**config.mk**
```make
export PLATFORM = sky130hd
export DESIGN_NAME = alarm_k_of_n_confirm_cooldown
export DESIGN_NICKNAME = d
export VERILOG_FILES = /design/src/akn_pkg.sv /design/src/alarm_k_of_n_confirm_cooldown.sv /design/src/akn_cell.sv /design/src/akn_flag_chain.sv
export SDC_FILE = /design/constraint.sdc
export NUM_CORES = 1
export LEC_CHECK = 0
export BUFFER_PORTS_ARGS = -buffer_cell sky130_fd_sc_hd__buf_2
export CAP_MARGIN = 30
export CORE_UTILIZATION = 30
export DETAILED_ROUTE_END_ITERATION = 10
export HOLD_SLACK_MARGIN = 0.02
export SLEW_MARGIN = 20
export SYNTH_ARGS = -nofsm -noshare
export SYNTH_HDL_FRONTEND = slang
export SYNTH_SLANG_ARGS = --single-unit
```
**constraint.sdc**
```tcl
create_clock -name clk_i -period 6.3 [get_ports clk_i]
set_clock_uncertainty 0.05 [all_clocks]
set_input_delay 0.315 -clock clk_i [delete_from_list [all_inputs] [get_ports clk_i]]
set_output_delay 0.315 -clock clk_i [all_outputs]
set_load 0.05 [all_outputs]
```
**src/akn_pkg.sv**
```systemverilog
// ----------------------------------------------------------------------------
// akn_pkg
// Shared types and constants for the k-of-n alarm confirmation block.
// ----------------------------------------------------------------------------
package akn_pkg;

  // default depth of the flag history chain
  localparam int unsigned MaxHistoryDef = 64;

  // field widths
  localparam int unsigned ScoreW   = 16;
  localparam int unsigned IndexW   = 32;
  localparam int unsigned TotalW   = 32;
  localparam int unsigned CfgNW    = 7;
  localparam int unsigned CfgKW    = 7;
  localparam int unsigned HoldW    = 8;
  localparam int unsigned CfgDataW = 16;
  localparam int unsigned CfgIdxW  = 3;

  // stream widths, padded to whole bytes
  localparam int unsigned InDataW  = 48;
  localparam int unsigned OutDataW = 120;

  // register indexes
  localparam logic [CfgIdxW-1:0] RegThreshold = 3'd0;
  localparam logic [CfgIdxW-1:0] RegMode      = 3'd1;
  localparam logic [CfgIdxW-1:0] RegWindowN   = 3'd2;
  localparam logic [CfgIdxW-1:0] RegRequiredK = 3'd3;
  localparam logic [CfgIdxW-1:0] RegHoldoff   = 3'd4;

  // register reset values
  localparam logic signed [ScoreW-1:0] ThresholdRst = 16'sd9830;  // 0.60 in Q1.14
  localparam logic                     ModeRst      = 1'b0;
  localparam logic [CfgNW-1:0]         WindowNRst   = 7'd5;
  localparam logic [CfgKW-1:0]         RequiredKRst = 7'd5;
  localparam logic [HoldW-1:0]         HoldoffRst   = 8'd5;

  // mode codes
  localparam logic ModeAnyOfN = 1'b0;
  localparam logic ModeKOfN   = 1'b1;

  // control from the sequencer to the flag chain
  typedef struct packed {
    logic wr_en;   // write the new flag into its cell
    logic wr_bit;  // value of the new flag
    logic rotate;  // move every flag one cell towards the head
  } akn_chain_ctrl_t;

endpackage : akn_pkg

```
**src/alarm_k_of_n_confirm_cooldown.sv**
```systemverilog
// ----------------------------------------------------------------------------
// alarm_k_of_n_confirm_cooldown
// K-of-N abnormal window detection with hold-off after each confirmed alarm.
// ----------------------------------------------------------------------------
// Each score word gives one result word. On acceptance the new flag is written
// into the history chain; the scan then rotates the whole chain once past the
// counting tap at cell 0, and the decision step loads the output register. The
// result register frees the input side, so the next word may be taken while a
// result waits; a result held back by the sink stalls only the decision cycle.
// The history resets to all clear, so there is no start-up sweep. Configuration
// must be written only while the block is idle; the block itself does not
// enforce this.
module alarm_k_of_n_confirm_cooldown #(
  parameter int unsigned MaxHistory = akn_pkg::MaxHistoryDef
) (
  input  logic                         clk_i,
  input  logic                         rst_ni,
  // abnormal_score [15:0], window_end_index [47:16]
  input  logic [akn_pkg::InDataW-1:0]  s_axis_tdata,
  input  logic                         s_axis_tvalid,
  output logic                         s_axis_tready,
  // score_echo [15:0], raw_flag [16], alarm_confirmed [17], window_index [49:18],
  // inference_total [81:50], confirmed_total [113:82], zero [119:114]
  output logic [akn_pkg::OutDataW-1:0] m_axis_tdata,
  output logic                         m_axis_tvalid,
  input  logic                         m_axis_tready,
  input  logic                         cfg_we_i,
  input  logic [akn_pkg::CfgIdxW-1:0]  cfg_idx_i,
  input  logic [akn_pkg::CfgDataW-1:0] cfg_wdata_i
);
  import akn_pkg::*;

  localparam int unsigned PosW  = (MaxHistory > 1) ? $clog2(MaxHistory) : 1;
  localparam int unsigned CntW  = $clog2(MaxHistory + 1);
  localparam int unsigned CmpW  = (CntW > CfgNW) ? CntW : CfgNW;
  localparam logic [PosW-1:0] LastStep = PosW'(MaxHistory - 1);

  localparam logic [1:0] StIdle = 2'd0;
  localparam logic [1:0] StScan = 2'd1;
  localparam logic [1:0] StOut  = 2'd2;

  // configuration
  logic signed [ScoreW-1:0] thr_q;
  logic                     mode_q;
  logic [CfgNW-1:0]         cfg_n_q;
  logic [CfgKW-1:0]         cfg_k_q;
  logic [HoldW-1:0]         hold_cfg_q;

  always_ff @(posedge clk_i or negedge rst_ni) begin
    if (!rst_ni) begin
      thr_q      <= ThresholdRst;
      mode_q     <= ModeRst;
      cfg_n_q    <= WindowNRst;
      cfg_k_q    <= RequiredKRst;
      hold_cfg_q <= HoldoffRst;
    end else if (cfg_we_i) begin
      unique case (cfg_idx_i)
        RegThreshold: thr_q      <= $signed(cfg_wdata_i);
        RegMode:      mode_q     <= cfg_wdata_i[0];
        RegWindowN:   cfg_n_q    <= cfg_wdata_i[CfgNW-1:0];
        RegRequiredK: cfg_k_q    <= cfg_wdata_i[CfgKW-1:0];
        RegHoldoff:   hold_cfg_q <= cfg_wdata_i[HoldW-1:0];
        default: ;
      endcase
    end
  end

  // effective n and k
  logic [CmpW-1:0] n_one, k_one, n_sel;
  logic [CntW-1:0] n_eff, k_eff;

  always_comb begin
    n_one = (cfg_n_q == '0) ? CmpW'(1) : CmpW'(cfg_n_q);
    n_sel = (n_one > CmpW'(MaxHistory)) ? CmpW'(MaxHistory) : n_one;
    n_eff = n_sel[CntW-1:0];
    k_one = (cfg_k_q == '0) ? CmpW'(1) : CmpW'(cfg_k_q);
    k_eff = (k_one > n_sel) ? n_eff : k_one[CntW-1:0];
  end

  // sequencer state
  logic [1:0]               state_q, state_d;
  logic [PosW-1:0]          step_q, step_d;
  logic [CntW-1:0]          cnt_q, cnt_d;
  logic [PosW-1:0]          pos_q, pos_d;
  logic [CntW-1:0]          filled_q, filled_d;
  logic [HoldW-1:0]         hold_q, hold_d;
  logic [TotalW-1:0]        proc_q, proc_d;
  logic [TotalW-1:0]        alarm_q, alarm_d;
  logic                     m_valid_q, m_valid_d;

  // item payload held over the scan
  logic signed [ScoreW-1:0] score_q;
  logic [IndexW-1:0]        widx_q;
  logic                     raw_q;

  // result register
  logic signed [ScoreW-1:0] o_score_q;
  logic                     o_raw_q, o_conf_q;
  logic [IndexW-1:0]        o_widx_q;
  logic [TotalW-1:0]        o_proc_q, o_alarm_q;

  logic signed [ScoreW-1:0] in_score;
  logic [IndexW-1:0]        in_widx;
  logic                     in_raw, accept, out_load, cand, conf, head;
  logic [PosW-1:0]          wr_pos;
  logic [CntW-1:0]          pos_inc, filled_c;
  akn_chain_ctrl_t          chain_ctrl;

  assign in_score      = $signed(s_axis_tdata[ScoreW-1:0]);
  assign in_widx       = s_axis_tdata[ScoreW +: IndexW];
  assign in_raw        = in_score > thr_q;
  assign s_axis_tready = (state_q == StIdle);
  assign accept        = s_axis_tvalid && s_axis_tready;
  assign out_load      = (state_q == StOut) && (!m_valid_q || m_axis_tready);

  assign wr_pos   = (CntW'(pos_q) < n_eff) ? pos_q : '0;
  assign pos_inc  = CntW'(wr_pos) + CntW'(1);
  assign filled_c = (filled_q > n_eff) ? n_eff : filled_q;

  assign cand = (mode_q == ModeAnyOfN) ? (cnt_q != '0) : (cnt_q >= k_eff);
  assign conf = (hold_q == '0) && cand;

  assign chain_ctrl.wr_en  = accept;
  assign chain_ctrl.wr_bit = in_raw;
  assign chain_ctrl.rotate = (state_q == StScan);

  akn_flag_chain #(
    .MaxHistory (MaxHistory)
  ) u_chain (
    .clk_i    (clk_i),
    .rst_ni   (rst_ni),
    .ctrl_i   (chain_ctrl),
    .wr_pos_i (wr_pos),
    .head_o   (head)
  );

  always_comb begin
    state_d   = state_q;
    step_d    = step_q;
    cnt_d     = cnt_q;
    pos_d     = pos_q;
    filled_d  = filled_q;
    hold_d    = hold_q;
    proc_d    = proc_q;
    alarm_d   = alarm_q;
    m_valid_d = m_valid_q && !m_axis_tready;

    unique case (state_q)
      StIdle: begin
        if (accept) begin
          pos_d    = (pos_inc >= n_eff) ? '0 : pos_inc[PosW-1:0];
          filled_d = (filled_c < n_eff) ? filled_c + CntW'(1) : filled_c;
          step_d   = '0;
          cnt_d    = '0;
          state_d  = StScan;
        end
      end
      StScan: begin
        // the tap sees ring entry step_q on this cycle
        if ((CntW'(step_q) < filled_q) && head) begin
          cnt_d = cnt_q + CntW'(1);
        end
        step_d = step_q + PosW'(1);
        if (step_q == LastStep) begin
          step_d  = '0;
          state_d = StOut;
        end
      end
      StOut: begin
        if (out_load) begin
          if (hold_q != '0) begin
            hold_d = hold_q - HoldW'(1);
          end else if (cand) begin
            hold_d = hold_cfg_q;
          end
          proc_d    = proc_q + TotalW'(1);
          alarm_d   = conf ? alarm_q + TotalW'(1) : alarm_q;
          m_valid_d = 1'b1;
          state_d   = StIdle;
        end
      end
      default: state_d = StIdle;
    endcase
  end

  always_ff @(posedge clk_i or negedge rst_ni) begin
    if (!rst_ni) begin
      state_q   <= StIdle;
      step_q    <= '0;
      cnt_q     <= '0;
      pos_q     <= '0;
      filled_q  <= '0;
      hold_q    <= '0;
      proc_q    <= '0;
      alarm_q   <= '0;
      m_valid_q <= 1'b0;
    end else begin
      state_q   <= state_d;
      step_q    <= step_d;
      cnt_q     <= cnt_d;
      pos_q     <= pos_d;
      filled_q  <= filled_d;
      hold_q    <= hold_d;
      proc_q    <= proc_d;
      alarm_q   <= alarm_d;
      m_valid_q <= m_valid_d;
    end
  end

  always_ff @(posedge clk_i) begin
    if (accept) begin
      score_q <= in_score;
      widx_q  <= in_widx;
      raw_q   <= in_raw;
    end
    if (out_load) begin
      o_score_q <= score_q;
      o_raw_q   <= raw_q;
      o_conf_q  <= conf;
      o_widx_q  <= widx_q;
      o_proc_q  <= proc_d;
      o_alarm_q <= alarm_d;
    end
  end

  assign m_axis_tvalid = m_valid_q;
  assign m_axis_tdata  = {6'b0, o_alarm_q, o_proc_q, o_widx_q, o_conf_q, o_raw_q,
                          o_score_q};

  // ------------------------------------------------------------------------
  // assertions

  // a running hold-off never lets an alarm through
  a_hold_blocks: assert property (@(posedge clk_i) disable iff (!rst_ni)
    (out_load && (hold_q != '0)) |=> (m_axis_tvalid && !m_axis_tdata[17]))
    else $error("alarm confirmed during hold-off");

  // the count gathered over the scan never exceeds the filled entries
  a_cnt_bound: assert property (@(posedge clk_i) disable iff (!rst_ni)
    (state_q == StOut) |-> (cnt_q <= filled_q))
    else $error("flag count above filled entries");

  // one full rotation ends the scan
  a_scan_len: assert property (@(posedge clk_i) disable iff (!rst_ni)
    ((state_q == StScan) && (step_q == LastStep)) |=> (state_q == StOut))
    else $error("scan did not end after one rotation");

  // the history never claims more entries than the chain holds
  a_filled_bound: assert property (@(posedge clk_i) disable iff (!rst_ni)
    filled_q <= CntW'(MaxHistory))
    else $error("filled count beyond chain depth");

endmodule : alarm_k_of_n_confirm_cooldown

```
**src/akn_cell.sv**
```systemverilog
// ----------------------------------------------------------------------------
// akn_cell
// One history cell: holds one abnormal flag, loads a new flag or takes its
// neighbour's flag during a rotation.
// ----------------------------------------------------------------------------
module akn_cell (
  input  logic clk_i,
  input  logic rst_ni,
  input  logic wr_en_i,
  input  logic wr_bit_i,
  input  logic rotate_i,
  input  logic nbr_i,
  output logic flag_o
);

  logic flag_q, flag_d;

  always_comb begin
    flag_d = flag_q;
    if (wr_en_i) begin
      flag_d = wr_bit_i;
    end else if (rotate_i) begin
      flag_d = nbr_i;
    end
  end

  always_ff @(posedge clk_i or negedge rst_ni) begin
    if (!rst_ni) begin
      flag_q <= 1'b0;
    end else begin
      flag_q <= flag_d;
    end
  end

  assign flag_o = flag_q;

endmodule : akn_cell

```
**src/akn_flag_chain.sv**
```systemverilog
// ----------------------------------------------------------------------------
// akn_flag_chain
// Ring of history cells. A new flag is written at its ring position; a
// rotation moves every flag one cell towards cell 0, whose flag is the tap.
// ----------------------------------------------------------------------------
module akn_flag_chain #(
  parameter int unsigned MaxHistory = akn_pkg::MaxHistoryDef,
  localparam int unsigned PosW = (MaxHistory > 1) ? $clog2(MaxHistory) : 1
) (
  input  logic                    clk_i,
  input  logic                    rst_ni,
  input  akn_pkg::akn_chain_ctrl_t ctrl_i,
  input  logic [PosW-1:0]         wr_pos_i,
  output logic                    head_o
);
  import akn_pkg::*;

  logic [MaxHistory-1:0] flags;

  for (genvar i = 0; i < MaxHistory; i++) begin : g_cell
    akn_cell u_cell (
      .clk_i    (clk_i),
      .rst_ni   (rst_ni),
      .wr_en_i  (ctrl_i.wr_en && (wr_pos_i == PosW'(i))),
      .wr_bit_i (ctrl_i.wr_bit),
      .rotate_i (ctrl_i.rotate),
      .nbr_i    (flags[(i + 1) % MaxHistory]),
      .flag_o   (flags[i])
    );
  end

  assign head_o = flags[0];

endmodule : akn_flag_chain
```
==> flow_summary_export.csv <==
group,metric,value,unit
clock_tree,cts-resized-gates,0,
timing,fin_crit_sh,0.8139,
logic_synthesis,async_flop_share,0.5559,
worst_setup_path,worstSetupStartpoint,"cfg_n_q[6]",
grt,antenna_found_initial,1,
timing,tightest_slew,945.1,ps
grt,grt_pass1_wl,61770,um
route,viasPerCell,4.709,
route,routed_wl,38540,um
grt,grt_usage,0.1353,
logic_synthesis,synth_fa_ha_area_frac,0.05288,
clock_tree,worstSkewPairLatency,560,ps
power,vdd_drop_max,0.2211,mV
flow_run,drv_cap,0,
timing,final.setup.tns,0,ps
grt,grt_start_max_net_pins,108,
clock_tree,cts_tree,"built",
clock_tree,ctsHoldBuffers,65,
cells_and_area,layout_common_cells,"dfrtp_1 (191), buf_2 (187), edfxtp_1 (163)",
floorplan,die_area,56950,um2
clock_tree,cts_buffers,41,
worst_setup_path,crit_required,6690,ps
logic_synthesis,seq_area_frac_synth,0.5962,
grt,grt_overflow_total,0,
floorplan,io_pins,194,
worst_setup_path,slowest_stage,"dfrtp_1",
cells_and_area,finalNetCount,1713,
worst_setup_path,reg2reg_from,"cfg_n_q[6]",
worst_setup_path,critPathArrivalTime,5510,ps
timing,slew_headroom,0.3699,
clock_tree,cts_buffer_depth,3,
place,place_congestion,0.8382,
floorplan,rows,86,
worst_setup_path,crit_path_end_kind,"flop",
floorplan,core-area,55200,um2
route,vias,11075,
timing,rsz0062_at_grt,"no",
clock_tree,post-cts-setup-buffer-count,0,
logic_synthesis,synth_mux_area_frac,0.1052,
logic_synthesis,synth_compound_area_frac,0.05363,
worst_setup_path,critPathKind,"reg2reg",
cells_and_area,areaGrowthSynthToFinish,22.96,%
clock_tree,htree_levels,2,
logic_synthesis,synthSimpleGateAreaFrac,0.1233,
timing,drv_slew,0,
floorplan,die_h,238.6,um
route,wl_per_cell,16.38,um
worst_setup_path,path_cells,"nor2b_1 -> inv_1 -> ha_1 -> a21o_1 -> a21o_1 -> a21boi_0 -> a21o_1 -> nand2_1 -> inv_1 -> ha_1 -> buf_4 -> nand3_1 -> or2_2 -> a21oi_1 -> ha_1 -> and3_1 -> a221oi_1 -> o21ai_1 -> or4_1 -> o311ai_0",
cells_and_area,layout-drive-gt1-share,0.2115,
clock_tree,clkSlewWorstSetupHoldPaths,60,ps
logic_synthesis,syn_inst,1324,
grt,grt_pass1_vias,11409,
route,drc_errors,0,
timing,worst_hold_slack,123.4,ps
worst_setup_path,startpoint_type,"flop",
power,p_per_area,433.8,nW/um2
worst_hold_path,hp-class,"in2reg",
power,cellLeakagePower,8.885,nW
clock_tree,root_buffer,"clkbuf_16",
place,port_buffers,187,
floorplan,die_w,238.6,um
timing,setup_violations,0,
worst_setup_path,worst_path_largest_cell_delay,520,ps
logic_synthesis,synth_xor_area_frac,0.03687,
logic_synthesis,synth_seq_cells,367,
logic_synthesis,synth_cell_types,73,
logic_synthesis,synth_edf_count,163,
outcome,status,"finished clean",
place,place_hpwl,25630,um
logic_synthesis,synth_top_family_by_area,"simple AND/OR/NAND/NOR gates",
route,drtIter0Drc,658,
timing,fmax,195.0,MHz
floorplan,initial_core_util,0.3043,
worst_hold_path,holdCritStartpoint,"cfg_idx_i[0]",
clock_tree,cts_sinks,367,
route,firstDrtPassIters,5,
logic_synthesis,yosys_warnings,0,
logic_synthesis,syn_avg_cell_area,12.69,um2
logic_synthesis,synth-main-ff-cell,"dfrtp_1",
route,ant_nets,0,
logic_synthesis,synth.cell_area,16800,um2
timing,finalCriticalPeriod,5128,ps
timing,hold_viol_final,0,
worst_setup_path,crit_fanout,12,
cells_and_area,mostFrequentLayoutCell,"dfrtp_1",
## flip-flops by register name (all words and copies together) (netlist names), 8 cells and up
| name | count |
|---|---|
| alarm_q | 32 |
| hold_cfg_q | 8 |
| hold_q | 8 |
| o_alarm_q | 32 |
| o_proc_q | 32 |
| o_score_q | 16 |
| o_widx_q | 32 |
| proc_q | 32 |
| score_q | 16 |
| thr_q | 16 |
| u_chain.g_cell.u_cell.flag_o | 64 |
| widx_q | 32 |
## synthesized netlist by cell type, types with 3 or more instances
cell type	n	area (um2)
a211oi_1	9	67.56
a21o_1	12	90.09
a21oi_1	26	130.1
a31oi_1	4	25.02
and2_1	17	106.4
and3_1	16	100.1
and4_1	8	70.07
buf_1	7	26.28
buf_2	16	80.08
buf_4	9	67.56
clkbuf_1	36	135.1
dfrtp_1	191	4780
dfstp_2	13	341.6
edfxtp_1	163	4895
ha_1	71	888.4
inv_1	53	198.9
mux2_2	29	326.6
mux2i_1	144	1441
nand2_1	89	334.1
nand2b_1	8	50.05
nand3_1	43	215.2
nand4_1	71	444.2
nor2_1	52	195.2
nor2b_1	15	93.84
nor3_1	14	70.07
nor3_2	3	30.03
nor4_1	9	56.30
o2111ai_1	3	26.28
o211ai_1	5	37.54
o21a_1	3	22.52
o21ai_0	49	245.2
o31ai_1	7	52.55
or2_2	6	37.54
or3_1	7	43.79
or4_1	3	22.52
xnor2_1	36	315.3
xor2_1	31	271.5
## power breakdown
part           switching (mW)  internal (mW)
logic                    1.98          0.985
clock network           0.987           1.57
registers               0.337           3.10
total                    3.31           5.65
## cells by family after synthesis
| kind of cell | after synthesis |
|---|---|
| other cells | 1 |
| flops | 367 |
| buf+inv | 125 |
| simple gates | 379 |
| xor+xnor | 69 |
| mux | 173 |
| compound gates | 139 |
| fa+ha+maj | 71 |
## per-stage QoR
stage	instance area, um2	worst slack (ps)	total power [mW]	std cells	util
2_1_floorplan	16820	1189	5.649	1329	-
3_3_place_gp	18480	1474	6.335	2206	0.3348
3_5_place_dp	18530	1231	6.431	2209	0.3357
4_1_cts	20620	1216	9.076	2350	0.3736
5_1_grt	20650	744.6	9.487	2352	0.3742
6_report	20650	1172	8.960	2352	0.3742
## area by class of cell
type,count,area [um2]
fillers,5300,34550
clock buffers,59,1145
well taps,748,935.9
multi-input cells,837,6296
diodes,1,2.502
repair buffers,268,1753
inverters,55,209.0
clock inverters,17,297.8
flip-flops and latches,367,10020
## routing by layer
layer | GRT usage | share of wire | routed length, um
met2 | 0.2259 | 0.48 | 18420
met3 | 0.02656 | 0.043 | 1642
met5 | 0 | 0 | 0
met1 | 0.1759 | 0.45 | 17400
met4 | 0.04254 | 0.028 | 1068
## critical path, delay by kind of cell, from the launching register on
family | cells | cell delay, ps
AOI/OAI and AO/OA | 8 | 1600
and+or+nand+nor | 6 | 1540
adders and majority gates | 3 | 750
buffers and inverters | 3 | 530
DFF | 1 | 520
## worst paths after layout
check / depth (start not counted) / end / slack, ps
setup reg to reg: 20 / pos_q[2] / 1170
max in group asynchronous: 4 / alarm_q[9] / 4810
hold reg to reg: 0 / o_score_q[12] / 370
min in group asynchronous: 2 / u_chain.g_cell[54].u_cell.flag_o / 150
setup / recovery: 20 / pos_q[2] / 1170
hold / removal: 3 / mode_q / 120
(Power assumes the default switching activity.)
